<file path="src/rtl/core/fsrs_pkg.sv">
// ----------------------------------------------------------------------------
// fsrs_pkg
// shared types and constants of the flash sector read-modify-write sequencer
// ----------------------------------------------------------------------------
package fsrs_pkg;

    localparam int unsigned SECTOR_BYTES_DEF = 4096;
    localparam int unsigned PAGE_BYTES_DEF   = 256;

    localparam logic OPC_START   = 1'b0;
    localparam logic OPC_ADVANCE = 1'b1;

    localparam logic [2:0] OP_READ  = 3'd0;
    localparam logic [2:0] OP_ERASE = 3'd1;
    localparam logic [2:0] OP_MERGE = 3'd2;
    localparam logic [2:0] OP_PROG  = 3'd3;
    localparam logic [2:0] OP_IDLE  = 3'd4;

    typedef enum logic [2:0] {
        PH_IDLE  = 3'd0,
        PH_READ  = 3'd1,
        PH_ERASE = 3'd2,
        PH_MERGE = 3'd3,
        PH_PROG  = 3'd4
    } t_phase;

    typedef struct packed {
        logic        opcode;
        logic [31:0] start_address;
        logic [15:0] byte_count;
    } t_in_item;

    typedef struct packed {
        logic [2:0]  operation;
        logic [31:0] flash_address;
        logic [31:0] bus_address;
        logic [11:0] buffer_offset;
        logic [15:0] source_offset;
        logic [12:0] length;
        logic        last;
    } t_out_item;

endpackage

</file>
<file path="src/rtl/core/fsrs_core.sv">
// ----------------------------------------------------------------------------
// fsrs_core
// request state and next operation for one accepted item
// ----------------------------------------------------------------------------
module fsrs_core import fsrs_pkg::*; #(
    parameter int unsigned SECTOR_BYTES = SECTOR_BYTES_DEF,
    parameter int unsigned PAGE_BYTES   = PAGE_BYTES_DEF
) (
    input  logic        i_clk,
    input  logic        i_rst_n,
    input  logic        i_accept,
    input  t_in_item    i_item,
    input  logic [31:0] i_mapped_base,
    output t_out_item   o_result
);

    localparam int unsigned SECT_W     = $clog2(SECTOR_BYTES);
    localparam int unsigned SNUM_W     = 32 - SECT_W;
    localparam int unsigned CHUNK_W    = SECT_W + 1;
    localparam int unsigned PAGES      = (SECTOR_BYTES + PAGE_BYTES - 1) / PAGE_BYTES;
    localparam int unsigned PAGE_IDX_W = (PAGES > 1) ? $clog2(PAGES) : 1;

    t_phase                  r_phase,         n_phase;
    logic [SNUM_W-1:0]       r_sector_number, n_sector_number;
    logic [SECT_W-1:0]       r_sector_offset, n_sector_offset;
    logic [CHUNK_W-1:0]      r_chunk_bytes,   n_chunk_bytes;
    logic [15:0]             r_bytes_left,    n_bytes_left;
    logic [15:0]             r_source_pos,    n_source_pos;
    logic [PAGE_IDX_W-1:0]   r_page_index,    n_page_index;

    logic [31:0] base;
    logic [31:0] page_off;
    logic [31:0] page_len;
    logic [31:0] off_ext;
    logic [31:0] chunk_ext;
    logic [16:0] start_room;
    logic [16:0] start_count;
    logic [16:0] left_ext;
    logic [16:0] chunk17;
    logic [16:0] src_sum;
    logic [16:0] left_diff;
    logic [16:0] next_chunk;
    logic        last_page;

    always_comb begin
        base        = {r_sector_number, SECT_W'(0)};
        page_off    = 32'(r_page_index) * 32'(PAGE_BYTES);
        page_len    = 32'(SECTOR_BYTES) - page_off;
        if (page_len > 32'(PAGE_BYTES)) begin
            page_len = 32'(PAGE_BYTES);
        end
        off_ext     = 32'(r_sector_offset);
        chunk_ext   = 32'(r_chunk_bytes);
        start_room  = 17'(SECTOR_BYTES) - 17'(i_item.start_address[SECT_W-1:0]);
        start_count = {1'b0, i_item.byte_count};
        left_ext    = {1'b0, r_bytes_left};
        chunk17     = 17'(r_chunk_bytes);
        src_sum     = 17'(r_source_pos) + chunk17;
        left_diff   = left_ext - chunk17;
        next_chunk  = (left_diff <= 17'(SECTOR_BYTES)) ? left_diff : 17'(SECTOR_BYTES);
        last_page   = (r_page_index == PAGE_IDX_W'(PAGES - 1));
    end

    always_comb begin
        n_phase         = r_phase;
        n_sector_number = r_sector_number;
        n_sector_offset = r_sector_offset;
        n_chunk_bytes   = r_chunk_bytes;
        n_bytes_left    = r_bytes_left;
        n_source_pos    = r_source_pos;
        n_page_index    = r_page_index;
        o_result        = '0;
        o_result.operation = OP_IDLE;

        if (i_item.opcode == OPC_START) begin
            n_sector_number = i_item.start_address[31:SECT_W];
            n_sector_offset = i_item.start_address[SECT_W-1:0];
            n_bytes_left    = i_item.byte_count;
            n_source_pos    = '0;
            n_chunk_bytes   = (start_count <= start_room) ? CHUNK_W'(start_count)
                                                          : CHUNK_W'(start_room);
            n_page_index    = '0;
            n_phase         = PH_READ;
        end else begin
            case (r_phase)
                PH_READ: begin
                    o_result.operation     = OP_READ;
                    o_result.flash_address = base;
                    o_result.bus_address   = i_mapped_base + base;
                    o_result.length        = 13'(SECTOR_BYTES);
                    n_phase                = PH_ERASE;
                end
                PH_ERASE: begin
                    o_result.operation     = OP_ERASE;
                    o_result.flash_address = base;
                    o_result.length        = 13'(SECTOR_BYTES);
                    n_phase                = PH_MERGE;
                end
                PH_MERGE: begin
                    o_result.operation     = OP_MERGE;
                    o_result.flash_address = base;
                    o_result.buffer_offset = off_ext[11:0];
                    o_result.source_offset = r_source_pos;
                    o_result.length        = chunk_ext[12:0];
                    n_page_index           = '0;
                    n_phase                = PH_PROG;
                end
                PH_PROG: begin
                    o_result.operation     = OP_PROG;
                    o_result.flash_address = base + page_off;
                    o_result.buffer_offset = page_off[11:0];
                    o_result.length        = page_len[12:0];
                    if (!last_page) begin
                        n_page_index = r_page_index + 1'b1;
                    end else if (left_ext <= chunk17) begin
                        o_result.last = 1'b1;
                        n_phase       = PH_IDLE;
                        n_page_index  = '0;
                    end else begin
                        n_source_pos    = src_sum[15:0];
                        n_bytes_left    = left_diff[15:0];
                        n_sector_number = r_sector_number + 1'b1;
                        n_sector_offset = '0;
                        n_chunk_bytes   = CHUNK_W'(next_chunk);
                        n_page_index    = '0;
                        n_phase         = PH_READ;
                    end
                end
                default: begin
                    n_phase = PH_IDLE;
                end
            endcase
        end
    end

    always_ff @(posedge i_clk) begin
        if (!i_rst_n) begin
            r_phase         <= PH_IDLE;
            r_sector_number <= '0;
            r_sector_offset <= '0;
            r_chunk_bytes   <= '0;
            r_bytes_left    <= '0;
            r_source_pos    <= '0;
            r_page_index    <= '0;
        end else if (i_accept) begin
            r_phase         <= n_phase;
            r_sector_number <= n_sector_number;
            r_sector_offset <= n_sector_offset;
            r_chunk_bytes   <= n_chunk_bytes;
            r_bytes_left    <= n_bytes_left;
            r_source_pos    <= n_source_pos;
            r_page_index    <= n_page_index;
        end
    end

    a_start_loads: assert property (@(posedge i_clk) disable iff (!i_rst_n)
        i_accept && i_item.opcode == OPC_START |=> r_phase == PH_READ)
        else $error("start item did not arm the read phase");

    a_page_range: assert property (@(posedge i_clk) disable iff (!i_rst_n)
        r_page_index <= PAGE_IDX_W'(PAGES - 1))
        else $error("page index beyond sector");

    a_chunk_fits: assert property (@(posedge i_clk) disable iff (!i_rst_n)
        32'(r_chunk_bytes) + 32'(r_sector_offset) <= 32'(SECTOR_BYTES))
        else $error("merge chunk crosses sector end");

    a_idle_page: assert property (@(posedge i_clk) disable iff (!i_rst_n)
        r_phase != PH_PROG |-> r_page_index == '0)
        else $error("page index not cleared outside program phase");

endmodule

</file>
<file path="src/rtl/core/flash_sector_rmw_sequencer.sv">
// ----------------------------------------------------------------------------
// flash_sector_rmw_sequencer
// yields the read, erase, merge and page program steps of a nor flash write
//
//   channel  direction  handshake               payload
//   in       input      i_in_valid / o_in_stall  t_in_item
//   out      output     o_out_valid / i_out_stall t_out_item
//   cfg      input      i_cfg_valid / o_cfg_ready mapped_base (32 bit)
//
// one item per cycle unless stalled; its result shows in the next cycle
// the operation is formed by a single combinational pass from request state
// input stalls only while a result is held and the output is stalled
// synchronous active-low reset returns the request state to idle
// ----------------------------------------------------------------------------
module flash_sector_rmw_sequencer import fsrs_pkg::*; #(
    parameter int unsigned SECTOR_BYTES = SECTOR_BYTES_DEF,
    parameter int unsigned PAGE_BYTES   = PAGE_BYTES_DEF
) (
    input  logic        i_clk,
    input  logic        i_rst_n,
    input  logic        i_in_valid,
    output logic        o_in_stall,
    input  t_in_item    i_in_item,
    output logic        o_out_valid,
    input  logic        i_out_stall,
    output t_out_item   o_out_item,
    input  logic        i_cfg_valid,
    output logic        o_cfg_ready,
    input  logic [31:0] i_cfg_data
);

    logic        r_out_valid;
    t_out_item   r_out_item;
    logic [31:0] r_mapped_base;
    logic        accept;
    t_out_item   result;

    assign o_in_stall  = r_out_valid & i_out_stall;
    assign accept      = i_in_valid & ~o_in_stall;
    assign o_out_valid = r_out_valid;
    assign o_out_item  = r_out_item;
    assign o_cfg_ready = 1'b1;

    fsrs_core #(
        .SECTOR_BYTES (SECTOR_BYTES),
        .PAGE_BYTES   (PAGE_BYTES)
    ) u_core (
        .i_clk         (i_clk),
        .i_rst_n       (i_rst_n),
        .i_accept      (accept),
        .i_item        (i_in_item),
        .i_mapped_base (r_mapped_base),
        .o_result      (result)
    );

    always_ff @(posedge i_clk) begin
        if (!i_rst_n) begin
            r_out_valid   <= 1'b0;
            r_mapped_base <= '0;
        end else begin
            if (accept) begin
                r_out_valid <= 1'b1;
            end else if (!i_out_stall) begin
                r_out_valid <= 1'b0;
            end
            if (i_cfg_valid && o_cfg_ready) begin
                r_mapped_base <= i_cfg_data;
            end
        end
    end

    always_ff @(posedge i_clk) begin
        if (accept) begin
            r_out_item <= result;
        end
    end

    a_accept_shows: assert property (@(posedge i_clk) disable iff (!i_rst_n)
        accept |=> r_out_valid)
        else $error("accepted item produced no result");

    a_stall_holds: assert property (@(posedge i_clk) disable iff (!i_rst_n)
        o_in_stall |-> r_out_valid && !accept)
        else $error("input stalled without a held result");

    a_drain: assert property (@(posedge i_clk) disable iff (!i_rst_n)
        r_out_valid && !i_out_stall && !accept |=> !r_out_valid)
        else $error("taken result not retired");

endmodule
</file>
<file path="config.mk">
export PLATFORM = sky130hd
export DESIGN_NAME = flash_sector_rmw_sequencer
export DESIGN_NICKNAME = d
export VERILOG_FILES = /design/src/rtl/core/fsrs_pkg.sv /design/src/rtl/core/fsrs_core.sv /design/src/rtl/core/flash_sector_rmw_sequencer.sv
export SDC_FILE = /design/constraint.sdc
export NUM_CORES = 1
export LEC_CHECK = 0
export BUFFER_PORTS_ARGS = -buffer_cell sky130_fd_sc_hd__buf_2
export CAP_MARGIN = 20
export CORE_MARGIN = 4
export CORE_UTILIZATION = 50
export DETAILED_ROUTE_END_ITERATION = 8
export GPL_ROUTABILITY_DRIVEN = 0
export PLACE_DENSITY = 0.72
export SYNTH_ARGS = -nofsm -noshare
export SYNTH_HDL_FRONTEND = slang
export SYNTH_SLANG_ARGS = --single-unit
</file>
<file path="constraint.sdc">
create_clock -name i_clk -period 6.7 [get_ports i_clk]
set_input_delay 0.335 -clock i_clk [delete_from_list [all_inputs] [get_ports i_clk]]
set_output_delay 0.335 -clock i_clk [all_outputs]
set_load 0.005 [all_outputs]
</file>
==> impl_metrics.toml, run 1 <==
[setup_path]
end_kind = "register"
critPathMostFrequentCell = "a21o_1"
crit_family = "simple AND/OR/NAND/NOR gates"
critPathBufInv = 2
cpMaxStageDelayCell = "buf_4"
path_cells = "inv_1 -> ha_1 -> nor2b_1 -> o2111ai_1 -> a21o_1 -> a21o_1 -> nor4_2 -> or2_2 -> buf_4 -> and4_1 -> a2111oi_2"
critPathMaxStageDelay_ns = 0.59
cp.arrival_ns = 4.00
reg2reg_from = "u_core.r_chunk_bytes[1]"
required_ns = 7.06
critPathLaunch = "u_core.r_chunk_bytes[1]"
path_max_fanout = 67
crit_path_start_kind = "register"
crit_type = "reg -> reg"

[routing]
wirelength_mm = 30.09
detail-route-antenna-nets = 0
dr.pass1.iters = 5
drt-vias-per-instance = 5.627
route.detailed.drc = 0
wire_per_inst_um = 17.47
vias = 9689
drt_iter0_drc = 689

[power]
ir_worst_vdd_mv = 0.1674
p_leak_nw = 5.839
p_total_mw = 3.341
power_density_mw_per_mm2 = 244.5

[placed_design]
io_buffer_count = 188
dp.final_hpwl_mm = 21.17

[clocking]
clock-sinks = 218
cts_setup_buffers = 0
path_clk_slew_ns = 0.06
numCtsBuffers = 25
cts_root_buffer = "clkbuf_16"
post_cts_resized = 0
cts_tree = "yes"
cts_htree_levels = 1
clk_latency_ns = 0.52
clock_path_buffers = 3
ctsHoldBuffers = 0

[synth]
syn_area_mm2 = 0.01170
yosys-top-cells-area = "edfxtp_1, dfxtp_1, ha_1"
ys_seq_area_share_pct = 45.94
synthArstFlopShare_pct = 0
yosys_register_bits = 218
ys_types = 77
synthFlopType = "dfxtp_1"
syn_inst = 1231
yosys_warnings = 0
synth_enable_flop_cells = 101
avgSynthCellArea_um2 = 9.504
synth_top_area_share_pct = 25.92
yosysTopAreaCell = "edfxtp_1"

[global_routing]
grt.overflow.total = 0
antenna_found_initial = 0
first_global_vias = 9092
grt_max_degree = 86
grtUsageTotal_pct = 22.33
grt_pass1_wl_mm = 47.90

[min_path]
worst_hold_path_type = "in -> reg"
min_from = "i_in_valid"

[finish]
insertedDiodeCount = 0
final_net_count = 1541
syn_to_final_growth_pct = 16.78
drive_gt1_share_pct = 19.59
layout_common_cells = "buf_2, nor2_1, dfxtp_1, edfxtp_1, nand2_1"
layout_commonest_cell = "buf_2"
fillers = 2005

[sta]
worstMarginPinSlew_ns = 1.041
period_needed_ns = 3.641
finClkSkew_ns = 0.01278
tns_ns = 0
fmax_mhz = 274.6
relSlewSlack_pct = 30.57
hold_violations = 0
rsz0062_at_grt = "false"
slew_viol_final = 0
fin_crit_sh_pct = 54.35
setup_viol = 0

[die]
start_util_pct = 51.21
fp.dieW_um = 161.0
io_pins = 198
fp.dieH_um = 161.0
core_area_mm2 = 0.02285
row_count = 55
die_area_mm2 = 0.02591

[job]
cap_violations = 0

[status]
status = "completed"
-- stage by stage --
stage	hold WS, ns	cell area (um^2)	cells	utilization (%)	worst slack, ns
floorplan	0.4273	11730	1238	-	2.722
global placement	0.4329	12770	1675	55.91	3.073
detailed placement	0.4429	12770	1675	55.91	3.065
CTS	0.03041	13640	1721	59.68	3.108
global route	0.03475	13660	1722	59.80	2.823
finish	0.04274	13660	1722	59.80	3.059
-- layout make-up --
type                    instances  area (um^2)  share of cell area [%]
multi-input cells             894         5794                   42.41
inverters                      52        197.7                   1.447
flip-flops and latches        218         5375                   39.34
clock buffers                  30        654.4                   4.789
clock inverters                16        206.4                   1.511
well taps                     313        391.6                   2.866
repair buffers                199         1044                   7.637
-- worst register-to-register path, delay by kind of cell, from the launching register on --
| kind | cells | cell delay [ns] |
|---|---|---|
| AO/OA/AOI/OAI | 4 | 0.78 |
| adder cells (fa/ha/maj) | 1 | 0.31 |
| buffers and inverters | 2 | 0.74 |
| flip-flops | 1 | 0.41 |
| AND/OR/NAND/NOR | 4 | 1.24 |
-- flip-flops by register name (all words and copies together) (netlist names) --
register and cells:
o_out_item 101, o_out_valid 1, r_mapped_base 32, u_core.r_bytes_left 16, u_core.r_chunk_bytes 13, u_core.r_page_index 4, u_core.r_phase 3, u_core.r_sector_number 20
u_core.r_sector_offset 12, u_core.r_source_pos 16
-- metal layers --
layer | up-vias | track usage [%] | share of wire [%]
met5 | - | 0 | 0
met4 | 0 | 5.584 | 2.1
met3 | 43 | 3.368 | 6.8
met2 | 323 | 35.92 | 46
met1 | 4578 | 31.94 | 45
li1 | 4745 | - | -
-- cell families (layout without fill, tap and decap cells) --
logic type / after synthesis / in the layout / synth area share, %
buffers and inverters: 126 / 297 / 4.866
XOR/XNOR: 44 / 44 / 3.294
flip-flops: 218 / 218 / 45.94
AO/OA/AOI/OAI: 282 / 282 / 15.87
adder cells (fa/ha/maj): 65 / 65 / 7.144
multiplexers: 46 / 46 / 4.042
AND/OR/NAND/NOR: 448 / 448 / 18.78
other: 2 / 9 / 0.06419
-- where the power goes --
| group | switching [mW] | internal, mW | total, mW |
|---|---|---|---|
| Sequential | 0.0321 | 1.45 | 1.48 |
| Clock | 0.562 | 0.860 | 1.42 |
| Combinational | 0.268 | 0.168 | 0.436 |
-- worst paths after layout --
check	endpoint	cells after the start	slack (ns)
min	o_out_valid	2	0.04
max reg2reg	u_core.r_chunk_bytes[12]	11	3.06
min reg2reg	u_core.r_sector_offset[6]	2	0.45
max	u_core.r_chunk_bytes[12]	11	3.06
-- synthesized netlist by cell type (6+ instances only) --
master    count
dfxtp_1     117
nand3_1      47
nand2b_1      8
buf_6         6
o21a_1       11
o21ai_0      46
nor2b_1      10
o21bai_1      8
mux2i_1      36
a21oi_1      82
a21o_1       16
a22oi_1       6
and3_1       29
or3_1        10
and2_1       50
ha_1         62
a31oi_1      22
nor3_1       36
buf_2         8
nor2_1      121
xor2_1       21
o22ai_1      15
a211oi_1      9
buf_4        11
a22o_1       11
xnor2_1      23
nand4_1       7
inv_1        52
mux2_2        9
edfxtp_1    101
buf_1         7
nand2_1      97
clkbuf_1     42
or2_2         6
Note: power is estimated with default switching activity, not from simulation.
==> run 2, diff against run 1 <==
--- a/config.mk
+++ b/config.mk
@@ -11,7 +11,7 @@
 export CORE_UTILIZATION = 50
 export DETAILED_ROUTE_END_ITERATION = 8
 export GPL_ROUTABILITY_DRIVEN = 0
-export PLACE_DENSITY = 0.72
+export PLACE_DENSITY = 0.75
 export SYNTH_ARGS = -nofsm -noshare
 export SYNTH_HDL_FRONTEND = slang
 export SYNTH_SLANG_ARGS = --single-unit
==> constraint.sdc (replaced) <==
create_clock -name i_clk -period 3 [get_ports i_clk]
set_input_delay 0.15 -clock i_clk [delete_from_list [all_inputs] [get_ports i_clk]]
set_output_delay 0.15 -clock i_clk [all_outputs]
set_load 0.005 [all_outputs]
==> run 2 against run 1 <==
Compared with the run above:
- routed wire length increased by 7.0%
- clock power up 130%
- first-iteration DRC count up 13%
- core utilization rose by 5.8 points
- cell area increased by 9.7%
- highest routed layer is now met5
==> impl_metrics.toml, run 2 (synthesized netlist as in run 1, its figures left out) <==
[setup_path]
cp.arrival_ns = 3.42
crit_path_start_kind = "register"
path_max_fanout = 5
required_ns = 3.46
worstReg2RegEnd = "u_core.r_chunk_bytes[0]"
end_kind = "register"
r2r.worst_path.cells = 14
r2r_setup_slack_ns = 0.04
crit_type = "reg -> reg"
reg2reg_from = "u_core.r_bytes_left[0]"

[die]
die_area_mm2 = 0.02591
io_pins = 198
row_count = 55
start_util_pct = 51.21
core_area_mm2 = 0.02285
fp.dieW_um = 161.0
fp.dieH_um = 161.0

[clocking]
clock-sinks = 218
cts_root_buffer = "clkbuf_16"
clk_latency_ns = 0.53
path_clk_slew_ns = 0.07
cts_htree_levels = 1
numCtsBuffers = 24
cts_tree = "yes"
clock_path_buffers = 3

[status]
status = "completed"

[finish]
regArea_mm2 = 0.005379
drive_gt1_share_pct = 24.92
fin_area_mm2 = 0.01499
fillers = 1806
syn_to_final_growth_pct = 28.09
largest_reg_flops = 101
final_net_count = 1662
multi_input_area_mm2 = 0.005984
layout_commonest_cell = "buf_2"
layout_common_cells = "buf_2, nor2_1, dfxtp_1, edfxtp_1, nand2_1"

[global_routing]
grtUsageTotal_pct = 24.19
grt_max_degree = 63
grt_pass1_wl_mm = 51.80
first_global_vias = 10035
grt.overflow.total = 0
antenna_found_initial = 2

[placed_design]
io_buffer_count = 188
place_area_mm2 = 0.01346
dp.final_hpwl_mm = 22.20

[routing]
dr.pass1.iters = 5
vias = 10356
drt_iter0_drc = 780
route.detailed.drc = 0
detail-route-antenna-nets = 0
wirelength_mm = 32.18
wire_per_inst_um = 17.44
drt-vias-per-instance = 5.613

[min_path]
hold_path_end = "u_core.r_bytes_left[4]"
hold_depth = 3
worst_hold_path_type = "in -> reg"
min_from = "i_in_item[4]"

[sta]
hold_violations = 0
rsz0062_at_grt = "true"
relSlewSlack_pct = 30.08
worstMarginPinSlew_ns = 1.049
fmax_mhz = 337.6
finClkSkew_ns = 0.01649
setup_viol = 0
period_needed_ns = 2.962
slew_viol_final = 0
fin_crit_sh_pct = 98.74

[power]
p_leak_nw = 6.442
p_comb_share_pct = 15.6
power.share.switching_pct = 25.22
ir_worst_vdd_mv = 0.5432
p_clk_share_pct = 42.2
internal-power_mw = 5.859
netSwitchingPower_mw = 1.976
p_total_mw = 7.835
seqPwrFrac_pct = 42.2
power_density_mw_per_mm2 = 522.8

[job]
cap_violations = 0
==> run 2: worst max-delay path by stage <==
stage	from	end	slack, ns
finish	u_core.r_bytes_left[0]	u_core.r_chunk_bytes[0]	0.04
floorplan	o_out_valid	u_core.r_chunk_bytes[12]	-0.25
CTS	u_core.r_chunk_bytes[0]	u_core.r_source_pos[14]	0.02
global placement	i_in_item[23]	u_core.r_chunk_bytes[8]	-0.27
detailed placement	i_in_item[21]	u_core.r_chunk_bytes[9]	-0.36
global route	u_core.r_bytes_left[0]	u_core.r_chunk_bytes[10]	-0.14
==> run 2: stage by stage <==
| step | std cells | setup WS [ns] | setup TNS [ns] | util (%) | hold slack, ns |
|---|---|---|---|---|---|
| 2_1_floorplan | 1238 | -0.2479 | -11.45 | - | 0.2737 |
| 3_3_place_gp | 1740 | -0.2716 | -3.229 | 58.90 | 0.3869 |
| 3_5_place_dp | 1740 | -0.3559 | -4.019 | 58.90 | 0.3911 |
| 4_1_cts | 1837 | 0.01561 | 0 | 65.18 | 0.001422 |
| 5_1_grt | 1842 | -0.1442 | -1.405 | 65.56 | 0.02908 |
| 6_report | 1845 | 0.03789 | 0 | 65.60 | 0.02275 |
==> run 2: worst max-delay path, cell delays in order, from the launching register on <==
cell      delay, ns
dfxtp_2        0.32
inv_2          0.07
ha_4           0.13
inv_2          0.04
fa_2           0.35
buf_4          0.14
a21oi_1        0.17
o21bai_1       0.10
a21oi_1        0.22
xnor2_1        0.11
nor4_1         0.36
buf_4          0.17
o2111a_1       0.26
o2111a_2       0.29
a22o_1         0.17
==> run 2: cell type report <==
| type | count | area share, % |
|---|---|---|
| Sequential cell | 218 | 35.89 |
| Multi-Input combinational cell | 895 | 39.93 |
| Timing Repair Buffer | 320 | 14.19 |
| Tap cell | 313 | 2.613 |
| Inverter | 52 | 1.327 |
| Clock buffer | 31 | 4.383 |
| Clock inverter | 13 | 1.611 |
| Antenna cell | 3 | 0.05009 |
==> run 2: metal layers <==
metal / track usage (%) / up-vias / part of all wire, %
li1: - / 5001 / -
met1: 32.92 / 4865 / 43
met3: 3.955 / 75 / 7.9
met5: 0 / - / 0.065
met2: 39.77 / 411 / 46
met4: 7.794 / 4 / 2.6
==> run 2: power by group through the flow <==
stage | combinational [mW] | clock [mW] | sequential (mW)
3_3_place_gp | 1.10 | 0 | 3.36
2_1_floorplan | 0.663 | 0 | 3.36
3_5_place_dp | 1.12 | 0 | 3.37
5_1_grt | 1.34 | 3.49 | 3.32
4_1_cts | 1.18 | 3.35 | 3.31
6_report | 1.22 | 3.31 | 3.31
==> run 2: repair_timing <==
action                                  CTS  global route
pin swaps                                 0            17
cloned                                    0             1
hold buffers                             53             0
buffers inserted                          0             4
endpoints found under the setup margin   10            30
hold endpoints to repair                 52             0
gates resized for setup                   2            15
